==> src/rtl/core/ufe_pkg.sv <==
// Shared types, codes and header arithmetic for the frame encapsulator.
package ufe_pkg;

  // Register indexes on the configuration port.
  localparam logic [1:0] REG_LINK_ID      = 2'd0;
  localparam logic [1:0] REG_TAG_ENABLE   = 2'd1;
  localparam logic [1:0] REG_TAG_VID      = 2'd2;
  localparam logic [1:0] REG_NETWORK_BYTE = 2'd3;

  // Command kinds passed from the front end to the back end.
  localparam logic [1:0] CMD_DATA  = 2'd0;
  localparam logic [1:0] CMD_START = 2'd1;
  localparam logic [1:0] CMD_ERR   = 2'd2;

  // Fixed frame overhead: Ethernet 14, IPv4 20, UDP 8, trailer 1.
  localparam int unsigned FRAME_OVERHEAD = 43;
  localparam int unsigned TAG_BYTES      = 4;

  typedef struct packed {
    logic [15:0] link_id;
    logic        tag_enable;
    logic [11:0] tag_vid;
    logic [7:0]  network_byte;
  } cfg_t;

  typedef struct packed {
    logic [1:0]  kind;
    logic [7:0]  data;
    logic        last;
    logic [10:0] length;
    logic [7:0]  seq;
  } cmd_t;

  // Ones-complement IPv4 header checksum; every header word but the total
  // length and the low half of the destination address is fixed.
  function automatic logic [15:0] hdr_checksum(input logic [10:0] length,
                                               input logic [15:0] link_id);
    logic [17:0] sum;
    logic [16:0] fold1;
    logic [15:0] fold2;
    sum   = 18'h2262e + 18'd28 + {7'd0, length} + {2'd0, link_id};
    fold1 = {1'b0, sum[15:0]} + {15'd0, sum[17:16]};
    fold2 = fold1[15:0] + {15'd0, fold1[16]};
    return ~fold2;
  endfunction

endpackage

==> src/rtl/core/udp_ipv4_vlan_frame_encapsulator.sv <==
// Top level of the Ethernet, 802.1Q, IPv4 and UDP frame encapsulator.
// The block takes payload bytes one beat at a time on the slave stream and
// sends complete frames on the master stream. The first payload beat of a
// frame (tuser high) also carries the payload length and the sequence byte.
// For that beat the block sends a 42-byte header (46 bytes when the VLAN tag
// is enabled), then the byte itself; every later payload beat passes through
// as one output beat, and the beat marked tlast is followed by the sequence
// byte with tlast set on the output. A frame whose total size would exceed
// MAX_FRAME produces a single output beat with tuser and tlast high and a
// zero data byte, and the rest of that frame's input beats are discarded.
// Beats outside an open frame are discarded. The front end accepts one beat
// per cycle whenever its command queue (QUEUE_DEPTH entries) has room; while
// the output is ready the back end sends one output beat per cycle, so a
// steady payload stream runs at one byte per cycle; each frame's header adds
// 42 or 46 output beats and the trailer one more. During a header burst the
// input is held off once the queue fills. The output beat is held in a
// register, so input beats flow into the queue while a finished beat waits,
// until it fills. Configuration registers sit on a small APB port; the user
// must write them only while no frame is in flight; the block does not check.
module udp_ipv4_vlan_frame_encapsulator #(
  parameter int MAX_FRAME   = 1518,
  parameter int QUEUE_DEPTH = 4
) (
  input  logic        clk,
  input  logic        rst,
  // Payload input stream.
  input  logic        s_axis_tvalid,
  output logic        s_axis_tready,
  // Fields from bit 0: data_byte [7:0], payload_length [18:8],
  // sequence_byte [26:19], zero padding [31:27].
  input  logic [31:0] s_axis_tdata,
  // Fields from bit 0: first_byte.
  input  logic        s_axis_tuser,
  input  logic        s_axis_tlast,
  // Frame output stream.
  output logic        m_axis_tvalid,
  input  logic        m_axis_tready,
  // Fields from bit 0: out_byte.
  output logic [7:0]  m_axis_tdata,
  // Fields from bit 0: frame_error.
  output logic        m_axis_tuser,
  output logic        m_axis_tlast,
  // Configuration port.
  input  logic        psel,
  input  logic        penable,
  input  logic        pwrite,
  input  logic [3:0]  paddr,
  input  logic [31:0] pwdata,
  output logic [31:0] prdata,
  output logic        pready
);
  import ufe_pkg::*;

  cfg_t cfg;
  logic cfg_write;
  logic queue_ready;
  logic push;
  cmd_t push_cmd;
  logic pop;
  logic head_valid;
  cmd_t head_cmd;

  // The register file completes every access in its first access cycle.
  assign pready    = 1'b1;
  assign cfg_write = psel && penable && pwrite && pready;

  always_ff @(posedge clk) begin
    if (rst) begin
      cfg <= '0;
    end else if (cfg_write) begin
      unique case (paddr[3:2])
        REG_LINK_ID:      cfg.link_id      <= pwdata[15:0];
        REG_TAG_ENABLE:   cfg.tag_enable   <= pwdata[0];
        REG_TAG_VID:      cfg.tag_vid      <= pwdata[11:0];
        REG_NETWORK_BYTE: cfg.network_byte <= pwdata[7:0];
        default:          cfg.link_id      <= cfg.link_id;
      endcase
    end
  end

  always_comb begin
    unique case (paddr[3:2])
      REG_LINK_ID:      prdata = {16'd0, cfg.link_id};
      REG_TAG_ENABLE:   prdata = {31'd0, cfg.tag_enable};
      REG_TAG_VID:      prdata = {20'd0, cfg.tag_vid};
      REG_NETWORK_BYTE: prdata = {24'd0, cfg.network_byte};
      default:          prdata = 32'd0;
    endcase
  end

  // Front end: frame tracking and the size check.
  ufe_front #(
    .MAX_FRAME(MAX_FRAME)
  ) u_front (
    .clk            (clk),
    .rst            (rst),
    .in_valid       (s_axis_tvalid),
    .in_ready       (s_axis_tready),
    .data_byte      (s_axis_tdata[7:0]),
    .first_byte     (s_axis_tuser),
    .last_byte      (s_axis_tlast),
    .payload_length (s_axis_tdata[18:8]),
    .sequence_byte  (s_axis_tdata[26:19]),
    .tag_enable     (cfg.tag_enable),
    .queue_ready    (queue_ready),
    .push           (push),
    .cmd            (push_cmd)
  );

  // Commands wait here while the back end is busy with a header.
  ufe_queue #(
    .DEPTH(QUEUE_DEPTH)
  ) u_queue (
    .clk        (clk),
    .rst        (rst),
    .push       (push),
    .push_cmd   (push_cmd),
    .ready      (queue_ready),
    .pop        (pop),
    .head_valid (head_valid),
    .head_cmd   (head_cmd)
  );

  // Back end: header generation, payload pass-through and trailer.
  ufe_back u_back (
    .clk        (clk),
    .rst        (rst),
    .cfg        (cfg),
    .head_valid (head_valid),
    .head_cmd   (head_cmd),
    .pop        (pop),
    .out_valid  (m_axis_tvalid),
    .out_ready  (m_axis_tready),
    .out_byte   (m_axis_tdata),
    .out_last   (m_axis_tlast),
    .out_error  (m_axis_tuser)
  );

endmodule

==> src/rtl/core/ufe_front.sv <==
// Front end: takes input beats, tracks frame state and issues commands.
module ufe_front #(
  parameter int MAX_FRAME = 1518
) (
  input  logic          clk,
  input  logic          rst,
  input  logic          in_valid,
  output logic          in_ready,
  input  logic [7:0]    data_byte,
  input  logic          first_byte,
  input  logic          last_byte,
  input  logic [10:0]   payload_length,
  input  logic [7:0]    sequence_byte,
  input  logic          tag_enable,
  input  logic          queue_ready,
  output logic          push,
  output ufe_pkg::cmd_t cmd
);
  import ufe_pkg::*;

  localparam int MAX_W = $clog2(MAX_FRAME + 1);
  localparam int TOT_W = (MAX_W > 12) ? MAX_W : 12;

  logic             in_frame;
  logic             in_frame_next;
  logic             dropping;
  logic             dropping_next;
  logic             accept;
  logic [TOT_W-1:0] total;
  logic             oversize;

  assign in_ready = queue_ready;
  assign accept   = in_valid && in_ready;

  assign total = TOT_W'(payload_length) + TOT_W'(FRAME_OVERHEAD)
               + (tag_enable ? TOT_W'(TAG_BYTES) : TOT_W'(0));
  assign oversize = total > TOT_W'(MAX_FRAME);

  always_comb begin
    in_frame_next = in_frame;
    dropping_next = dropping;
    push          = 1'b0;
    cmd.kind      = CMD_DATA;
    cmd.data      = data_byte;
    cmd.last      = last_byte;
    cmd.length    = payload_length;
    cmd.seq       = sequence_byte;
    if (accept) begin
      if (first_byte) begin
        push = 1'b1;
        if (oversize) begin
          cmd.kind      = CMD_ERR;
          in_frame_next = 1'b0;
          dropping_next = !last_byte;
        end else begin
          cmd.kind      = CMD_START;
          in_frame_next = !last_byte;
          dropping_next = 1'b0;
        end
      end else if (dropping) begin
        if (last_byte) begin
          dropping_next = 1'b0;
        end
      end else if (in_frame) begin
        push = 1'b1;
        if (last_byte) begin
          in_frame_next = 1'b0;
        end
      end
    end
  end

  always_ff @(posedge clk) begin
    if (rst) begin
      in_frame <= 1'b0;
      dropping <= 1'b0;
    end else begin
      in_frame <= in_frame_next;
      dropping <= dropping_next;
    end
  end

  // A frame cannot be open and being dropped at the same time.
  a_front_exclusive: assert property (@(posedge clk) disable iff (rst)
    !(in_frame && dropping))
    else $error("front end both in a frame and dropping");

endmodule

==> src/rtl/core/ufe_queue.sv <==
// Command queue between the front end and the back end.
module ufe_queue #(
  parameter int DEPTH = 4
) (
  input  logic          clk,
  input  logic          rst,
  input  logic          push,
  input  ufe_pkg::cmd_t push_cmd,
  output logic          ready,
  input  logic          pop,
  output logic          head_valid,
  output ufe_pkg::cmd_t head_cmd
);
  import ufe_pkg::*;

  localparam int PTR_W = (DEPTH > 1) ? $clog2(DEPTH) : 1;
  localparam int CNT_W = $clog2(DEPTH + 1);

  cmd_t             entries [DEPTH];
  logic [PTR_W-1:0] wr_ptr;
  logic [PTR_W-1:0] rd_ptr;
  logic [CNT_W-1:0] count;

  assign ready      = count != CNT_W'(DEPTH);
  assign head_valid = count != CNT_W'(0);
  assign head_cmd   = entries[rd_ptr];

  always_ff @(posedge clk) begin
    if (push) begin
      entries[wr_ptr] <= push_cmd;
    end
  end

  always_ff @(posedge clk) begin
    if (rst) begin
      wr_ptr <= '0;
      rd_ptr <= '0;
      count  <= '0;
    end else begin
      if (push) begin
        wr_ptr <= (wr_ptr == PTR_W'(DEPTH - 1)) ? '0 : wr_ptr + 1'b1;
      end
      if (pop) begin
        rd_ptr <= (rd_ptr == PTR_W'(DEPTH - 1)) ? '0 : rd_ptr + 1'b1;
      end
      count <= count + CNT_W'(push) - CNT_W'(pop);
    end
  end

  a_queue_no_overflow: assert property (@(posedge clk) disable iff (rst)
    push |-> (count != CNT_W'(DEPTH)) || pop)
    else $error("command pushed into a full queue");

  a_queue_count_bound: assert property (@(posedge clk) disable iff (rst)
    count <= CNT_W'(DEPTH))
    else $error("queue count beyond its depth");

endmodule

==> src/rtl/core/ufe_back.sv <==
// Back end: expands commands into header, payload and trailer beats.
module ufe_back (
  input  logic          clk,
  input  logic          rst,
  input  ufe_pkg::cfg_t cfg,
  input  logic          head_valid,
  input  ufe_pkg::cmd_t head_cmd,
  output logic          pop,
  output logic          out_valid,
  input  logic          out_ready,
  output logic [7:0]    out_byte,
  output logic          out_last,
  output logic          out_error
);
  import ufe_pkg::*;

  localparam logic [1:0] ST_IDLE  = 2'd0;
  localparam logic [1:0] ST_HDR   = 2'd1;
  localparam logic [1:0] ST_DATA  = 2'd2;
  localparam logic [1:0] ST_TRAIL = 2'd3;

  logic [1:0]  state;
  logic [1:0]  state_next;
  logic [5:0]  hdr_idx;
  logic [5:0]  hdr_idx_next;
  logic [5:0]  last_idx;
  logic [5:0]  eff_idx;
  logic        latch;
  logic        adv;
  logic        emit;
  logic [7:0]  emit_byte;
  logic        emit_end;
  logic        emit_err;
  logic [7:0]  hdr_byte;
  logic [7:0]  cur_data;
  logic        cur_last;
  logic [10:0] length;
  logic [7:0]  seq;
  logic [15:0] checksum;
  logic [11:0] ip_len;
  logic [11:0] udp_len;

  assign adv      = !out_valid || out_ready;
  assign last_idx = cfg.tag_enable ? 6'd45 : 6'd41;
  assign ip_len   = {1'b0, length} + 12'd28;
  assign udp_len  = {1'b0, length} + 12'd8;
  assign eff_idx  = (cfg.tag_enable && hdr_idx >= 6'd16) ? hdr_idx - 6'd4 : hdr_idx;

  // Header byte at the current index; tag bytes sit after the source MAC.
  always_comb begin
    hdr_byte = 8'h00;
    if (cfg.tag_enable && hdr_idx >= 6'd12 && hdr_idx < 6'd16) begin
      unique case (hdr_idx[1:0])
        2'd0:    hdr_byte = 8'h81;
        2'd1:    hdr_byte = 8'h00;
        2'd2:    hdr_byte = {4'h0, cfg.tag_vid[11:8]};
        default: hdr_byte = cfg.tag_vid[7:0];
      endcase
    end else begin
      unique case (eff_idx)
        6'd0:    hdr_byte = 8'h03;
        6'd4:    hdr_byte = cfg.link_id[15:8];
        6'd5:    hdr_byte = cfg.link_id[7:0];
        6'd6:    hdr_byte = 8'h02;
        6'd11:   hdr_byte = cfg.network_byte;
        6'd12:   hdr_byte = 8'h08;
        6'd14:   hdr_byte = 8'h45;
        6'd16:   hdr_byte = {4'h0, ip_len[11:8]};
        6'd17:   hdr_byte = ip_len[7:0];
        6'd18:   hdr_byte = 8'hd4;
        6'd19:   hdr_byte = 8'h3b;
        6'd22:   hdr_byte = 8'h01;
        6'd23:   hdr_byte = 8'h11;
        6'd24:   hdr_byte = checksum[15:8];
        6'd25:   hdr_byte = checksum[7:0];
        6'd26:   hdr_byte = 8'h0a;
        6'd27:   hdr_byte = 8'h01;
        6'd28:   hdr_byte = 8'h21;
        6'd29:   hdr_byte = 8'h01;
        6'd30:   hdr_byte = 8'he0;
        6'd31:   hdr_byte = 8'he0;
        6'd32:   hdr_byte = cfg.link_id[15:8];
        6'd33:   hdr_byte = cfg.link_id[7:0];
        6'd35:   hdr_byte = 8'd100;
        6'd37:   hdr_byte = 8'd100;
        6'd38:   hdr_byte = {4'h0, udp_len[11:8]};
        6'd39:   hdr_byte = udp_len[7:0];
        default: hdr_byte = 8'h00;
      endcase
    end
  end

  always_comb begin
    state_next   = state;
    hdr_idx_next = hdr_idx;
    pop          = 1'b0;
    latch        = 1'b0;
    emit         = 1'b0;
    emit_byte    = 8'h00;
    emit_end     = 1'b0;
    emit_err     = 1'b0;
    if (adv) begin
      unique case (state)
        ST_IDLE: begin
          if (head_valid) begin
            pop  = 1'b1;
            emit = 1'b1;
            unique case (head_cmd.kind)
              CMD_ERR: begin
                emit_end = 1'b1;
                emit_err = 1'b1;
              end
              CMD_DATA: begin
                emit_byte = head_cmd.data;
                if (head_cmd.last) begin
                  state_next = ST_TRAIL;
                end
              end
              CMD_START: begin
                latch        = 1'b1;
                emit_byte    = 8'h03;
                hdr_idx_next = 6'd1;
                state_next   = ST_HDR;
              end
              default: emit = 1'b0;
            endcase
          end
        end
        ST_HDR: begin
          emit      = 1'b1;
          emit_byte = hdr_byte;
          if (hdr_idx == last_idx) begin
            state_next = ST_DATA;
          end else begin
            hdr_idx_next = hdr_idx + 6'd1;
          end
        end
        ST_DATA: begin
          emit       = 1'b1;
          emit_byte  = cur_data;
          state_next = cur_last ? ST_TRAIL : ST_IDLE;
        end
        default: begin
          emit       = 1'b1;
          emit_byte  = seq;
          emit_end   = 1'b1;
          state_next = ST_IDLE;
        end
      endcase
    end
  end

  always_ff @(posedge clk) begin
    if (latch) begin
      cur_data <= head_cmd.data;
      cur_last <= head_cmd.last;
      length   <= head_cmd.length;
      seq      <= head_cmd.seq;
      checksum <= hdr_checksum(head_cmd.length, cfg.link_id);
    end
    if (adv) begin
      out_byte  <= emit_byte;
      out_last  <= emit_end;
      out_error <= emit_err;
    end
  end

  always_ff @(posedge clk) begin
    if (rst) begin
      state     <= ST_IDLE;
      hdr_idx   <= '0;
      out_valid <= 1'b0;
    end else begin
      state   <= state_next;
      hdr_idx <= hdr_idx_next;
      if (adv) begin
        out_valid <= emit;
      end
    end
  end

  a_back_error_ends: assert property (@(posedge clk) disable iff (rst)
    out_valid && out_error |-> out_last)
    else $error("error beat without frame end");

  a_back_hdr_range: assert property (@(posedge clk) disable iff (rst)
    state == ST_HDR |-> hdr_idx != 6'd0 && hdr_idx <= last_idx)
    else $error("header index out of range");

  a_back_pop_valid: assert property (@(posedge clk) disable iff (rst)
    pop |-> head_valid && state == ST_IDLE)
    else $error("command popped from an empty queue or while busy");

endmodule
==> config.mk <==
export PLATFORM = sky130hd
export DESIGN_NAME = udp_ipv4_vlan_frame_encapsulator
export DESIGN_NICKNAME = d
export VERILOG_FILES = /design/src/rtl/core/ufe_pkg.sv /design/src/rtl/core/udp_ipv4_vlan_frame_encapsulator.sv /design/src/rtl/core/ufe_front.sv /design/src/rtl/core/ufe_queue.sv /design/src/rtl/core/ufe_back.sv
export SDC_FILE = /design/constraint.sdc
export NUM_CORES = 1
export LEC_CHECK = 0
export ABC_AREA = 0
export BUFFER_PORTS_ARGS = -buffer_cell sky130_fd_sc_hd__buf_2
export CAP_MARGIN = 25
export CORE_ASPECT_RATIO = 1.1
export CORE_MARGIN = 5
export CORE_UTILIZATION = 40
export DETAILED_ROUTE_END_ITERATION = 12
export PLACE_DENSITY_LB_ADDON = 0.15
export SYNTH_ARGS = -nofsm -noshare
export SYNTH_HDL_FRONTEND = slang
export SYNTH_SLANG_ARGS = --single-unit
export TNS_END_PERCENT = 1
==> constraint.sdc <==
create_clock -name clk -period 10.2 [get_ports clk]
set_input_delay 2.04 -clock clk [delete_from_list [all_inputs] [get_ports clk]]
set_output_delay 2.04 -clock clk [all_outputs]
set_load 0.05 [all_outputs]
[Word-level counts from Yosys, hierarchy flattened]
Memories as Yosys holds them, arrays and structs flattened. A register that Yosys moved wholly into a read port is not among the register bits.
Cells that the tools add are included.
Operators by class
  mux-type cells: 54
  bitwise logic cells: 1
  equal/unequal tests: 46
  $lt $le $gt $ge: 4
  add/sub/neg operators: 14
  reduce and logical (&&, ||, !) cells: 30
Operator list (count)
  $pmux 8 s21: 1
  $pmux 32 s4: 1
  $eq 6x5->1 const B: 14
  $pmux 8 s3: 2
  $eq 6x6->1 const B: 6
  $mux 1: 26
  $mux 6: 4
  $mux 2: 11
  $add 18x11->18 const A: 1
  $add 18x16->18: 1
  $eq 6x3->1 const B: 3
  $eq 6x4->1 const B: 3
  $add 16x2->17: 1
  $add 16x1->16: 1
  $mux 8: 2
  $not 16->16: 1
  $pmux 8 s2: 1
  $eq 2x2->1 const B: 7
  $add 11x4->12 const B: 1
  $add 11x5->12 const B: 1
  $add 11x6->12 const B: 1
  $add 12x12->12: 1
  $gt 12x11->1 const B: 1
  $pmux 6 s2: 1
  29 further kinds: 57
Word-level totals
  register bits after elaboration: 109
  memories: 1
  output and inout port bits: 45
  bits in writable memories: 120
  logic and storage cells: 170
Memory list
  u_queue.entries: words 4, bits a word 30, rd ports 1, clocked after Yosys merged registers in 1, wr ports 1, RTL line ufe_queue.sv:19  | cmd_t entries [DEPTH];

[Depth between registers and ports, before layout]
Gate-level depths: netlist of run 1.
  word-level depth: 8
  depth in mapped cells: 31

[By module]
A second synthesis of run 1 with hierarchy kept.
Second synthesis, totals
  cells, all modules: 1092
  area total of the unflattened synthesis: 12771.0 µm²
By module, submodules not included
  ufe_back: times used 1, area each 5375.2 µm², cells each 598
  ufe_queue: times used 1, area each 4777.1 µm², cells each 199
  udp_ipv4_vlan_frame_encapsulator: times used 1, area each 1984.4 µm², cells each 208
  ufe_front: times used 1, area each 634.4 µm², cells each 87

[Worst setup path before layout of run 1]
No wires, ideal clock.
  kind: reg-to-reg
  start point: register (tool-made name)
  end point: register u_back.checksum[14], data pin
  stages on the path, launching flop included: 30
  arrival time: 7.132 ns
  path slack: 2.800 ns
  path buffers: 3
  clock period less this slack: 7.400 ns
  library setup time: 0.268 ns
  data required time: 9.932 ns
  path through: dfxtp_1 buf_2 buf_2 buf_1 mux4_2 ha_1 ha_1 o211ai_1 o21a_1 a21oi_1 o211ai_1 nor2_1 nor2_1 nor2_1 ha_1 inv_1 ha_1 or3_1 nor4b_2 nand2_1 nor4_2 and2_1 nor3b_1 ha_1 ha_1 nand3_1 or4_4 a21oi_2 a41oi_1 xnor2_1
RTL lines
  end signal, assigned: RTL line ufe_back.sv:159  | checksum <= hdr_checksum(head_cmd.length, cfg.link_id);
  end, declared: RTL line ufe_back.sv:39  | logic [15:0] checksum;

==> out/qor.tcl, run 1 <==
set qor(placement.cell_area_mm2) 0.0128
set qor(cts_htree_levels) 1
set qor(final-setup-viol-count) 0
set qor(max_freq_mhz) 129
set qor(min_period_over_period) 0.762
set qor(cts.sinks) 231
set qor(clkTransAtPathRegs_ns) 0.06
set qor(sequential_fraction_of_the_synthesis_area) 0.526
set qor(crit_path_max_fanout) 16
set qor(synth_enable_flop_cells) 174
set qor(grt_setup_unrepaired) {no}
set qor(yosysTopAreaCellShare) 0.432
set qor(finalNetCount) 1236
set qor(clk_root_buffer_cell) {sky130_fd_sc_hd__clkbuf_16}
set qor(number_of_antenna_violations_at_the_first_check_in_global_routing) 3
set qor(syn_inst) 1038
set qor(grt_use_total) 0.178
set qor(worstPathRequired_ns) 10.47
set qor(worst_slew_margin_rel) 0.313
set qor(cp_data_arrival_time_ns) 8.04
set qor(min-delay-path-class) {reg2reg}
set qor(post_route_cells_drive_above_1_share) 0.176
set qor(startpoint_class_of_the_critical_path) {flip-flop}
set qor(global_route_wire_length_before_repair_mm) 47.1
set qor(max_cap_viol_count) 0
set qor(drt-total-wl_mm) 30.5
set qor(routed-via-count) 8339
set qor(fp.dieArea_mm2) 0.0338
set qor(max_slew.worst_pin.slew_ns) 1.03
set qor(hpwl_mm) 22.0
set qor(cts_resized) 0
set qor(fin_worst_skew_ns) 0.0118
set qor(clk_latency_ns) 0.54
set qor(ys_async_sr_fraction) 0
set qor(antenna_left) 0
set qor(vias_per_cell) 5.56
set qor(final.min_clock_period_ns) 7.77
set qor(cts_tree) {done}
set qor(core_utilization_of_the_finished_layout) 0.459
set qor(timing_hold_violations_final) 0
set qor(yosysMostFrequentCell) {sky130_fd_sc_hd__edfxtp_1}
set qor(core_mm2) 0.0297
set qor(syn_area_per_cell_um2) 11.7
set qor(port-buffer-count) 81
set qor(synth.top_cells.by_count) {sky130_fd_sc_hd__edfxtp_1, sky130_fd_sc_hd__nand2_1, sky130_fd_sc_hd__nor2_1}
set qor(grt_pass1_vias) 8220
set qor(grt_overflow) 0
set qor(remaining_drc_errors) 0
set qor(flow.area_growth_from_synthesis_pct) 12.8
set qor(leakagePower_nw) 5.02
set qor(netlist_area_mm2) 0.0121
set qor(postCtsSetupBuffers) 0
set qor(yosysUniqueCellTypes) 85
set qor(fp-row-count) 66
set qor(yosysTopAreaCell) {sky130_fd_sc_hd__edfxtp_1}
set qor(yosysWarnings) 0
set qor(fp.dieH_um) 192
set qor(cts_hold_buffers) 0
set qor(ys_dominant_reg_cell) {sky130_fd_sc_hd__edfxtp_1}
set qor(cts-buffers-inserted) 27
set qor(drt_iter0_drc) 565
set qor(final_max_slew_viol_count) 0
set qor(critical_path_class) {reg2reg}
set qor(power.density_cell_area_mw_per_mm2) 230
set qor(chipWidth_um) 176
set qor(peakVddDrop_mv) 0.168
set qor(fin_tns_setup_ns) 0
set qor(cts-root-to-sink-buffers) 3
set qor(ys_ff_latch) 231
set qor(grt_max_degree) 53
set qor(drtPass1Iterations) 5
set qor(post-layout-total-power_mw) 3.14
set qor(layout.cell_area.non_filler_mm2) 0.0137
set qor(final.fill_count) 2761
set qor(place.gp.congestion) 0.912
set qor(synth_area_leaders) {sky130_fd_sc_hd__edfxtp_1, sky130_fd_sc_hd__dfxtp_1, sky130_fd_sc_hd__mux4_2}
set qor(result_of_the_run) {completed}
set qor(initial_utilization) 0.407
set qor(cp_capture_type) {flip-flop}
set qor(ioPinCount) 122
set qor(wire_per_inst_um) 20.3
==> final cells by class <==
type,instances,area [um2],share of cell area
antenna,1,2.50,0.000183
clock buffer,41,779,0.0571
clock inverter,9,88.8,0.00651
inverter,53,199,0.0146
multi-input combinational,703,5280,0.387
sequential,231,6370,0.466
tap,374,468,0.0343
timing repair buffer,89,465,0.0341
==> sequential cells by signal, indices dropped and copies added, names as in the netlist, named ones only <==
signal            cells
u_queue.wr_ptr        2
u_back.out_valid      1
u_back.cur_last       1
u_back.seq            8
u_back.length        11
u_back.hdr_idx        6
u_front.in_frame      1
u_back.out_last       1
u_back.state          2
u_back.cur_data       8
u_queue.rd_ptr        2
cfg                  37
u_front.dropping      1
u_back.out_error      1
u_queue.entries     120
u_back.out_byte       8
u_queue.count         3
u_back.checksum      16
==> metal layers <==
metal | global-route usage | vias to the layer above | wire length [um]
li1 | - | 3973 | -
met1 | 0.234 | 4090 | 13100
met2 | 0.308 | 223 | 15000
met3 | 0.0268 | 49 | 1480
met4 | 0.0501 | 4 | 803
met5 | 0 | - | 21
==> cell families after synthesis <==
family                   Yosys count  share of synthesized area
other                              2                   0.000620
multiplexers                      69                     0.0910
XOR/XNOR                          47                     0.0368
AO/OA/AOI/OAI                    204                      0.120
AND/OR/NAND/NOR                  312                      0.126
buffers and inverters            119                     0.0429
adder cells (fa/ha/maj)           54                     0.0571
flip-flops                       231                      0.526
==> layout by cell type (no fill, tap or decap), drive strengths merged, types with 31 or more instances in the layout <==
master,Yosys,final
a21oi,59,59
buf,29,89
clkbuf,37,41
dfxtp,57,57
edfxtp,174,174
ha,52,52
inv,53,56
mux4,31,31
nand2,93,93
nor2,90,90
==> power breakdown <==
part | internal (mW) | switching, mW
registers | 1.16 | 0.0748
clock network | 0.555 | 0.377
logic | 0.366 | 0.611
==> worst max-delay path, stage by stage, from the launching register on <==
cell                       delay, ns
sky130_fd_sc_hd__dfxtp_2        0.72
sky130_fd_sc_hd__buf_4          0.44
sky130_fd_sc_hd__mux4_2         0.58
sky130_fd_sc_hd__ha_1           0.29
sky130_fd_sc_hd__ha_1           0.41
sky130_fd_sc_hd__o211ai_1       0.15
sky130_fd_sc_hd__o21a_1         0.23
sky130_fd_sc_hd__a21oi_1        0.31
sky130_fd_sc_hd__o211ai_1       0.16
sky130_fd_sc_hd__nor2_1         0.12
sky130_fd_sc_hd__nor2_1         0.05
sky130_fd_sc_hd__nor2_1         0.09
sky130_fd_sc_hd__ha_1           0.20
sky130_fd_sc_hd__inv_1          0.05
sky130_fd_sc_hd__ha_1           0.21
sky130_fd_sc_hd__or3_1          0.41
sky130_fd_sc_hd__nor4b_2        0.41
sky130_fd_sc_hd__nand2_1        0.24
sky130_fd_sc_hd__nor4_2         0.38
sky130_fd_sc_hd__and2_1         0.21
sky130_fd_sc_hd__nor3b_1        0.20
sky130_fd_sc_hd__ha_1           0.21
sky130_fd_sc_hd__ha_1           0.18
sky130_fd_sc_hd__nand3_1        0.12
sky130_fd_sc_hd__or4_4          0.58
sky130_fd_sc_hd__a21oi_2        0.17
sky130_fd_sc_hd__a41oi_1        0.17
sky130_fd_sc_hd__xnor2_1        0.17
==> stage by stage <==
step           setup slack (ns)  hold WS [ns]  cells
4_1_cts                    2.28         0.475   1500
3_5_place_dp               2.30         0.467   1450
5_1_grt                    1.71         0.514   1501
6_report                   2.43         0.475   1501
3_3_place_gp               2.26         0.463   1450
2_1_floorplan              2.80         0.446   1053
==> worst paths after layout <==
path | from | end | slack [ns] | cells after the start
worst max-delay path | flip-flop | u_back.checksum[14] | 2.43 | 27
worst min-delay path | u_front.dropping | u_front.dropping | 0.47 | 2
worst min register to register | u_front.dropping | u_front.dropping | 0.47 | 2
worst max register to register | flip-flop | u_back.checksum[14] | 2.43 | 27
(Power assumes the default switching activity.)
==> run 2: changes to the inputs <==
Clock period 10.2 ns to 7.11 ns, I/O delays scaled along.
==> out/qor.tcl, run 2 (synthesis results as in run 1) <==
set qor(result_of_the_run) {completed}
set qor(final.min_clock_period_ns) 6.71
set qor(drt-total-wl_mm) 30.5
set qor(antenna_left) 0
set qor(clk_latency_ns) 0.53
set qor(timing.critical_path.slowest_stage_cell) {sky130_fd_sc_hd__or4_4}
set qor(grt_setup_unrepaired) {no}
set qor(cts-root-to-sink-buffers) 3
set qor(chipWidth_um) 176
set qor(cts.sinks) 231
set qor(layout_commonest_cell) {sky130_fd_sc_hd__edfxtp_1}
set qor(cpPeakStageDelay_ns) 0.57
set qor(whs_ns) 0.485
set qor(remaining_drc_errors) 0
set qor(initial_utilization) 0.407
set qor(grt_max_degree) 53
set qor(max_cap_viol_count) 0
set qor(worstPathRequired_ns) 7.37
set qor(cts_tree) {done}
set qor(ioPinCount) 122
set qor(min-delay-path-class) {reg2reg}
set qor(placement.cell_area_mm2) 0.0129
set qor(leakagePower_nw) 5.12
set qor(cp_data_arrival_time_ns) 6.97
set qor(fp-row-count) 66
set qor(crit_path_max_fanout) 7
set qor(drtPass1Iterations) 5
set qor(startpoint_class_of_the_critical_path) {flip-flop}
set qor(hpwl_mm) 22.4
set qor(cts_htree_levels) 1
set qor(routed-via-count) 8320
set qor(max_slew.worst_pin.slew_ns) 0.932
set qor(cts-buffers-inserted) 25
set qor(hp-start) {u_front.dropping}
set qor(power.share.combinational) 0.325
set qor(grt_use_total) 0.179
set qor(peakVddDrop_mv) 0.250
set qor(dp_slack_ns) 0.185
set qor(fp.dieH_um) 192
set qor(drt_iter0_drc) 551
set qor(most-common-layout-cells) {sky130_fd_sc_hd__edfxtp_1, sky130_fd_sc_hd__nand2_1, sky130_fd_sc_hd__nor2_1, sky130_fd_sc_hd__buf_2, sky130_fd_sc_hd__dfxtp_1}
set qor(layout.cell_area.non_filler_mm2) 0.0138
set qor(worst_slew_margin_rel) 0.379
set qor(vias_per_cell) 5.50
set qor(largest_register_ff_count) 120
set qor(critical_path_class) {reg2reg}
set qor(wire_per_inst_um) 20.2
set qor(power_frac_clock) 0.293
set qor(core_utilization_of_the_finished_layout) 0.465
set qor(flow.area_growth_from_synthesis_pct) 14.2
set qor(switching_power_mw) 1.52
set qor(fp.dieArea_mm2) 0.0338
set qor(power.density_cell_area_mw_per_mm2) 331
set qor(clkTransAtPathRegs_ns) 0.06
set qor(place.gp.congestion) 0.925
set qor(max_freq_mhz) 149
set qor(final.setup.worst_slack_ns) 0.400
set qor(timing_hold_violations_final) 0
set qor(grt_overflow) 0
set qor(fin_tns_setup_ns) 0
set qor(cts_hold_buffers) 0
set qor(post_route_cells_drive_above_1_share) 0.192
set qor(final_max_slew_viol_count) 0
set qor(grt_pass1_vias) 8172
set qor(core_mm2) 0.0297
set qor(min_period_over_period) 0.944
set qor(antennaDiodeCount) 0
set qor(clk_root_buffer_cell) {sky130_fd_sc_hd__clkbuf_16}
set qor(final.fill_count) 2708
set qor(largest_registers) {u_queue.entries: 120 flops, cfg: 37 flops, u_back.checksum: 16 flops}
set qor(pwr-share-seq) 0.383
set qor(port-buffer-count) 81
set qor(largest-register) {u_queue.entries}
set qor(global_route_wire_length_before_repair_mm) 47.2
set qor(p_int_mw) 3.05
set qor(finalNetCount) 1253
set qor(final-setup-viol-count) 0
set qor(critical-path-top-cell-by-count) {sky130_fd_sc_hd__ha_1}
set qor(switching_share) 0.333
set qor(cp_capture_type) {flip-flop}
set qor(fin_worst_skew_ns) 0.0111
set qor(number_of_antenna_violations_at_the_first_check_in_global_routing) 5
==> run 2: changes by cell type in the layout (fill, tap and decap cells not counted), sizes merged <==
cell	change
inv	-1
clkbuf	-1
bufinv	+1
clkinv	-4
buf	+19
diode	-1
==> run 2: worst paths after layout <==
kind	end	slack [ns]	cells past startpoint
worst max-delay path	u_back.checksum[14]	0.40	27
worst min-delay path	u_front.dropping	0.48	2
worst max register to register	u_back.checksum[14]	0.40	27
worst min register to register	u_front.dropping	0.48	2
==> run 2: cell type report <==
type | count | area (um2) | area share
Tap cell | 374 | 468 | 0.0338
Multi-Input combinational cell | 703 | 5300 | 0.383
Sequential cell | 231 | 6370 | 0.460
Clock inverter | 5 | 91.3 | 0.00660
Clock buffer | 40 | 772 | 0.0558
Timing Repair Buffer | 108 | 633 | 0.0458
Inverter | 53 | 199 | 0.0144
==> run 2: timing repair <==
item,4_1_cts,5_1_grt
resized for setup,0,2
setup endpoints to repair,0,4
buffers inserted,0,0
==> run 2: per-layer routing <==
metal	GRT usage	up-vias	wire, um
li1	-	4003	-
met1	0.231	4044	12900
met5	0	-	54
met4	0.0477	10	927
met3	0.0298	60	1520
met2	0.316	203	15200
==> run 2: worst max-delay path, delay by kind of cell, from the launching register on <==
family,cells,cell delay (ns)
and+or+nand+nor,11,2.63
muxes,1,0.52
DFF,1,0.42
buffers and inverters,2,0.21
adders and majority gates,6,1.41
xor gates and xnor gates,1,0.17
AOI/OAI and AO/OA,6,1.08
==> run 2: metrics by stage <==
stage | cells | power (mW)
4_1_cts | 1513 | 4.62
6_report | 1514 | 4.57
2_1_floorplan | 1053 | 2.86
3_5_place_dp | 1468 | 3.27
5_1_grt | 1514 | 4.85
3_3_place_gp | 1468 | 3.25
==> run 2: power groups by stage <==
stage	combinational [mW]	clock (mW)	sequential [mW]
2_1_floorplan	1.03	0	1.83
3_3_place_gp	1.48	0	1.78
3_5_place_dp	1.50	0	1.77
4_1_cts	1.50	1.37	1.75
5_1_grt	1.65	1.43	1.76
6_report	1.48	1.34	1.75
==> run 3: changes to the inputs <==
Settings changed: CORE_MARGIN 5 to 2.
==> out/qor.tcl, run 3 (synthesis results as in run 1) <==
set qor(result_of_the_run) {completed}
set qor(endpoint_of_the_most_critical_setup_path) {u_back.checksum[14]}
set qor(final-setup-viol-count) 0
set qor(cts_tree) {done}
set qor(whs_ns) 0.482
set qor(power.share.combinational) 0.332
set qor(fin_worst_skew_ns) 0.0107
set qor(most-common-layout-cells) {sky130_fd_sc_hd__edfxtp_1, sky130_fd_sc_hd__nand2_1, sky130_fd_sc_hd__nor2_1, sky130_fd_sc_hd__buf_2, sky130_fd_sc_hd__dfxtp_1}
set qor(postCtsSetupBuffers) 0
set qor(largest_register_ff_count) 120
set qor(drtPass1Iterations) 6
set qor(crit_path_max_fanout) 12
set qor(largest-register) {u_queue.entries}
set qor(max_slew.worst_pin.slew_ns) 0.922
set qor(vias_per_cell) 5.45
set qor(grt_pass1_vias) 7939
set qor(min_period_over_period) 0.925
set qor(power_frac_clock) 0.280
set qor(timing.critical_path.slowest_stage_cell) {sky130_fd_sc_hd__or4_4}
set qor(clk_root_buffer_cell) {sky130_fd_sc_hd__clkbuf_16}
set qor(max_cap_viol_count) 0
set qor(switching_share) 0.342
set qor(fp-row-count) 66
set qor(placement.cell_area_mm2) 0.0129
set qor(initial_utilization) 0.408
set qor(grt_use_total) 0.192
set qor(ioPinCount) 122
set qor(fp.dieArea_mm2) 0.0317
set qor(p_int_mw) 2.96
set qor(cpPeakStageDelay_ns) 0.58
set qor(grt_overflow) 0
set qor(remaining_drc_errors) 0
set qor(flow.area_growth_from_synthesis_pct) 13.6
set qor(chipWidth_um) 170
set qor(switching_power_mw) 1.54
set qor(worstPathRequired_ns) 7.39
set qor(core_utilization_of_the_finished_layout) 0.464
set qor(wire_per_inst_um) 20.1
set qor(fin_tns_setup_ns) 0
set qor(critical_path_class) {reg2reg}
set qor(grt_setup_unrepaired) {no}
set qor(power.density_cell_area_mw_per_mm2) 327
set qor(clk_latency_ns) 0.55
set qor(antenna_left) 0
set qor(cts-root-to-sink-buffers) 3
set qor(regToRegSetupSlack_ns) 0.53
set qor(cts.sinks) 231
set qor(dp.cells) 1466
set qor(fp.dieH_um) 186
set qor(cts-buffers-inserted) 26
set qor(pwr-share-seq) 0.387
set qor(timing_hold_violations_final) 0
set qor(peakVddDrop_mv) 0.180
set qor(cp_data_arrival_time_ns) 6.86
set qor(routed-via-count) 8257
set qor(worst_slew_margin_rel) 0.383
set qor(post_route_cells_drive_above_1_share) 0.185
set qor(core_mm2) 0.0296
set qor(grt_max_degree) 53
set qor(finalNetCount) 1251
set qor(layout.cells.non_filler) 1515
set qor(final_max_slew_viol_count) 0
set qor(cp_capture_type) {flip-flop}
set qor(place.gp.congestion) 0.919
set qor(global_route_wire_length_before_repair_mm) 46.5
set qor(number_of_antenna_violations_at_the_first_check_in_global_routing) 3
set qor(final.min_clock_period_ns) 6.58
set qor(drt-total-wl_mm) 30.4
set qor(startpoint_class_of_the_critical_path) {flip-flop}
set qor(hpwl_mm) 22.1
set qor(worst-r2r-cell-count) 27
set qor(critical-path-top-cell-by-count) {sky130_fd_sc_hd__ha_1}
set qor(leakagePower_nw) 5.08
set qor(port-buffer-count) 81
set qor(drt_iter0_drc) 550
set qor(max_freq_mhz) 152
set qor(cts_htree_levels) 1
set qor(layout.cell_area.non_filler_mm2) 0.0137
set qor(clkTransAtPathRegs_ns) 0.06
set qor(reg2reg_to) {u_back.checksum[14]}
set qor(largest_registers) {u_queue.entries: 120 flops, cfg: 37 flops, u_back.checksum: 16 flops}
set qor(layout_commonest_cell) {sky130_fd_sc_hd__edfxtp_1}
set qor(min-delay-path-class) {reg2reg}
[run 3: cell count changes in the layout (fill, tap and decap cells not counted), moves of 2 or more]
| cell | change |
|---|---|
| sky130_fd_sc_hd__buf_4 | -2 |
| sky130_fd_sc_hd__clkinv_2 | +3 |
| sky130_fd_sc_hd__diode_2 | +3 |
| sky130_fd_sc_hd__clkbuf_8 | -7 |
| sky130_fd_sc_hd__clkinv_1 | +5 |
[run 3: how the worst min path moves through the flow]
stage,from,end,slack (ns),cells after the start
2_1_floorplan,u_front.dropping,u_front.dropping,0.45,2
3_3_place_gp,u_front.dropping,u_front.dropping,0.46,2
3_5_place_dp,cfg[36],cfg[36],0.47,2
4_1_cts,cfg[36],cfg[36],0.48,2
5_1_grt,u_front.dropping,u_front.dropping,0.50,2
6_report,cfg[36],cfg[36],0.48,2
[run 3: area by class of cell]
type / count / area (um2)
sequential: 231 / 6370
multi-input combinational: 703 / 5310
antenna: 3 / 7.51
clock inverter: 11 / 98.8
inverter: 53 / 199
clock buffer: 35 / 704
fill: 2699 / 15900
tap: 374 / 468
timing repair buffer: 105 / 598
[run 3: routing by layer]
layer,global-route usage,vias to the layer above,routed length [um]
met5,0,-,13
met4,0.0546,2,892
met3,0.0384,46,1600
met2,0.322,192,14800
met1,0.252,4009,13100
li1,-,4008,-
[run 3: power groups by stage]
stage / combinational [mW] / clock, mW / sequential, mW
3_3_place_gp: 1.48 / 0 / 1.77
6_report: 1.49 / 1.26 / 1.74
2_1_floorplan: 1.03 / 0 / 1.83
5_1_grt: 1.65 / 1.34 / 1.75
3_5_place_dp: 1.50 / 0 / 1.77
4_1_cts: 1.50 / 1.28 / 1.74
[run 3: worst max-delay path: cells and delay by family (launching register included)]
family                   cells  cell delay, ns
adder cells (fa/ha/maj)      6            1.41
AND/OR/NAND/NOR             11            2.61
AO/OA/AOI/OAI                6            1.02
buffers and inverters        2            0.20
flip-flops                   1            0.34
multiplexers                 1            0.54
XOR/XNOR                     1            0.16
[run 3: through the flow]
step	power, mW	setup slack [ns]
after floorplan	2.86	0.0652
after global placement	3.25	0.327
after detailed placement	3.26	0.322
after CTS	4.53	0.322
after global routing	4.74	0.00350
final	4.49	0.530
[run 3: what timing repair did]
item                       in CTS  in global routing
setup endpoints to repair       0                  6
resized for setup               0                  3
hold buffers                    0                  0
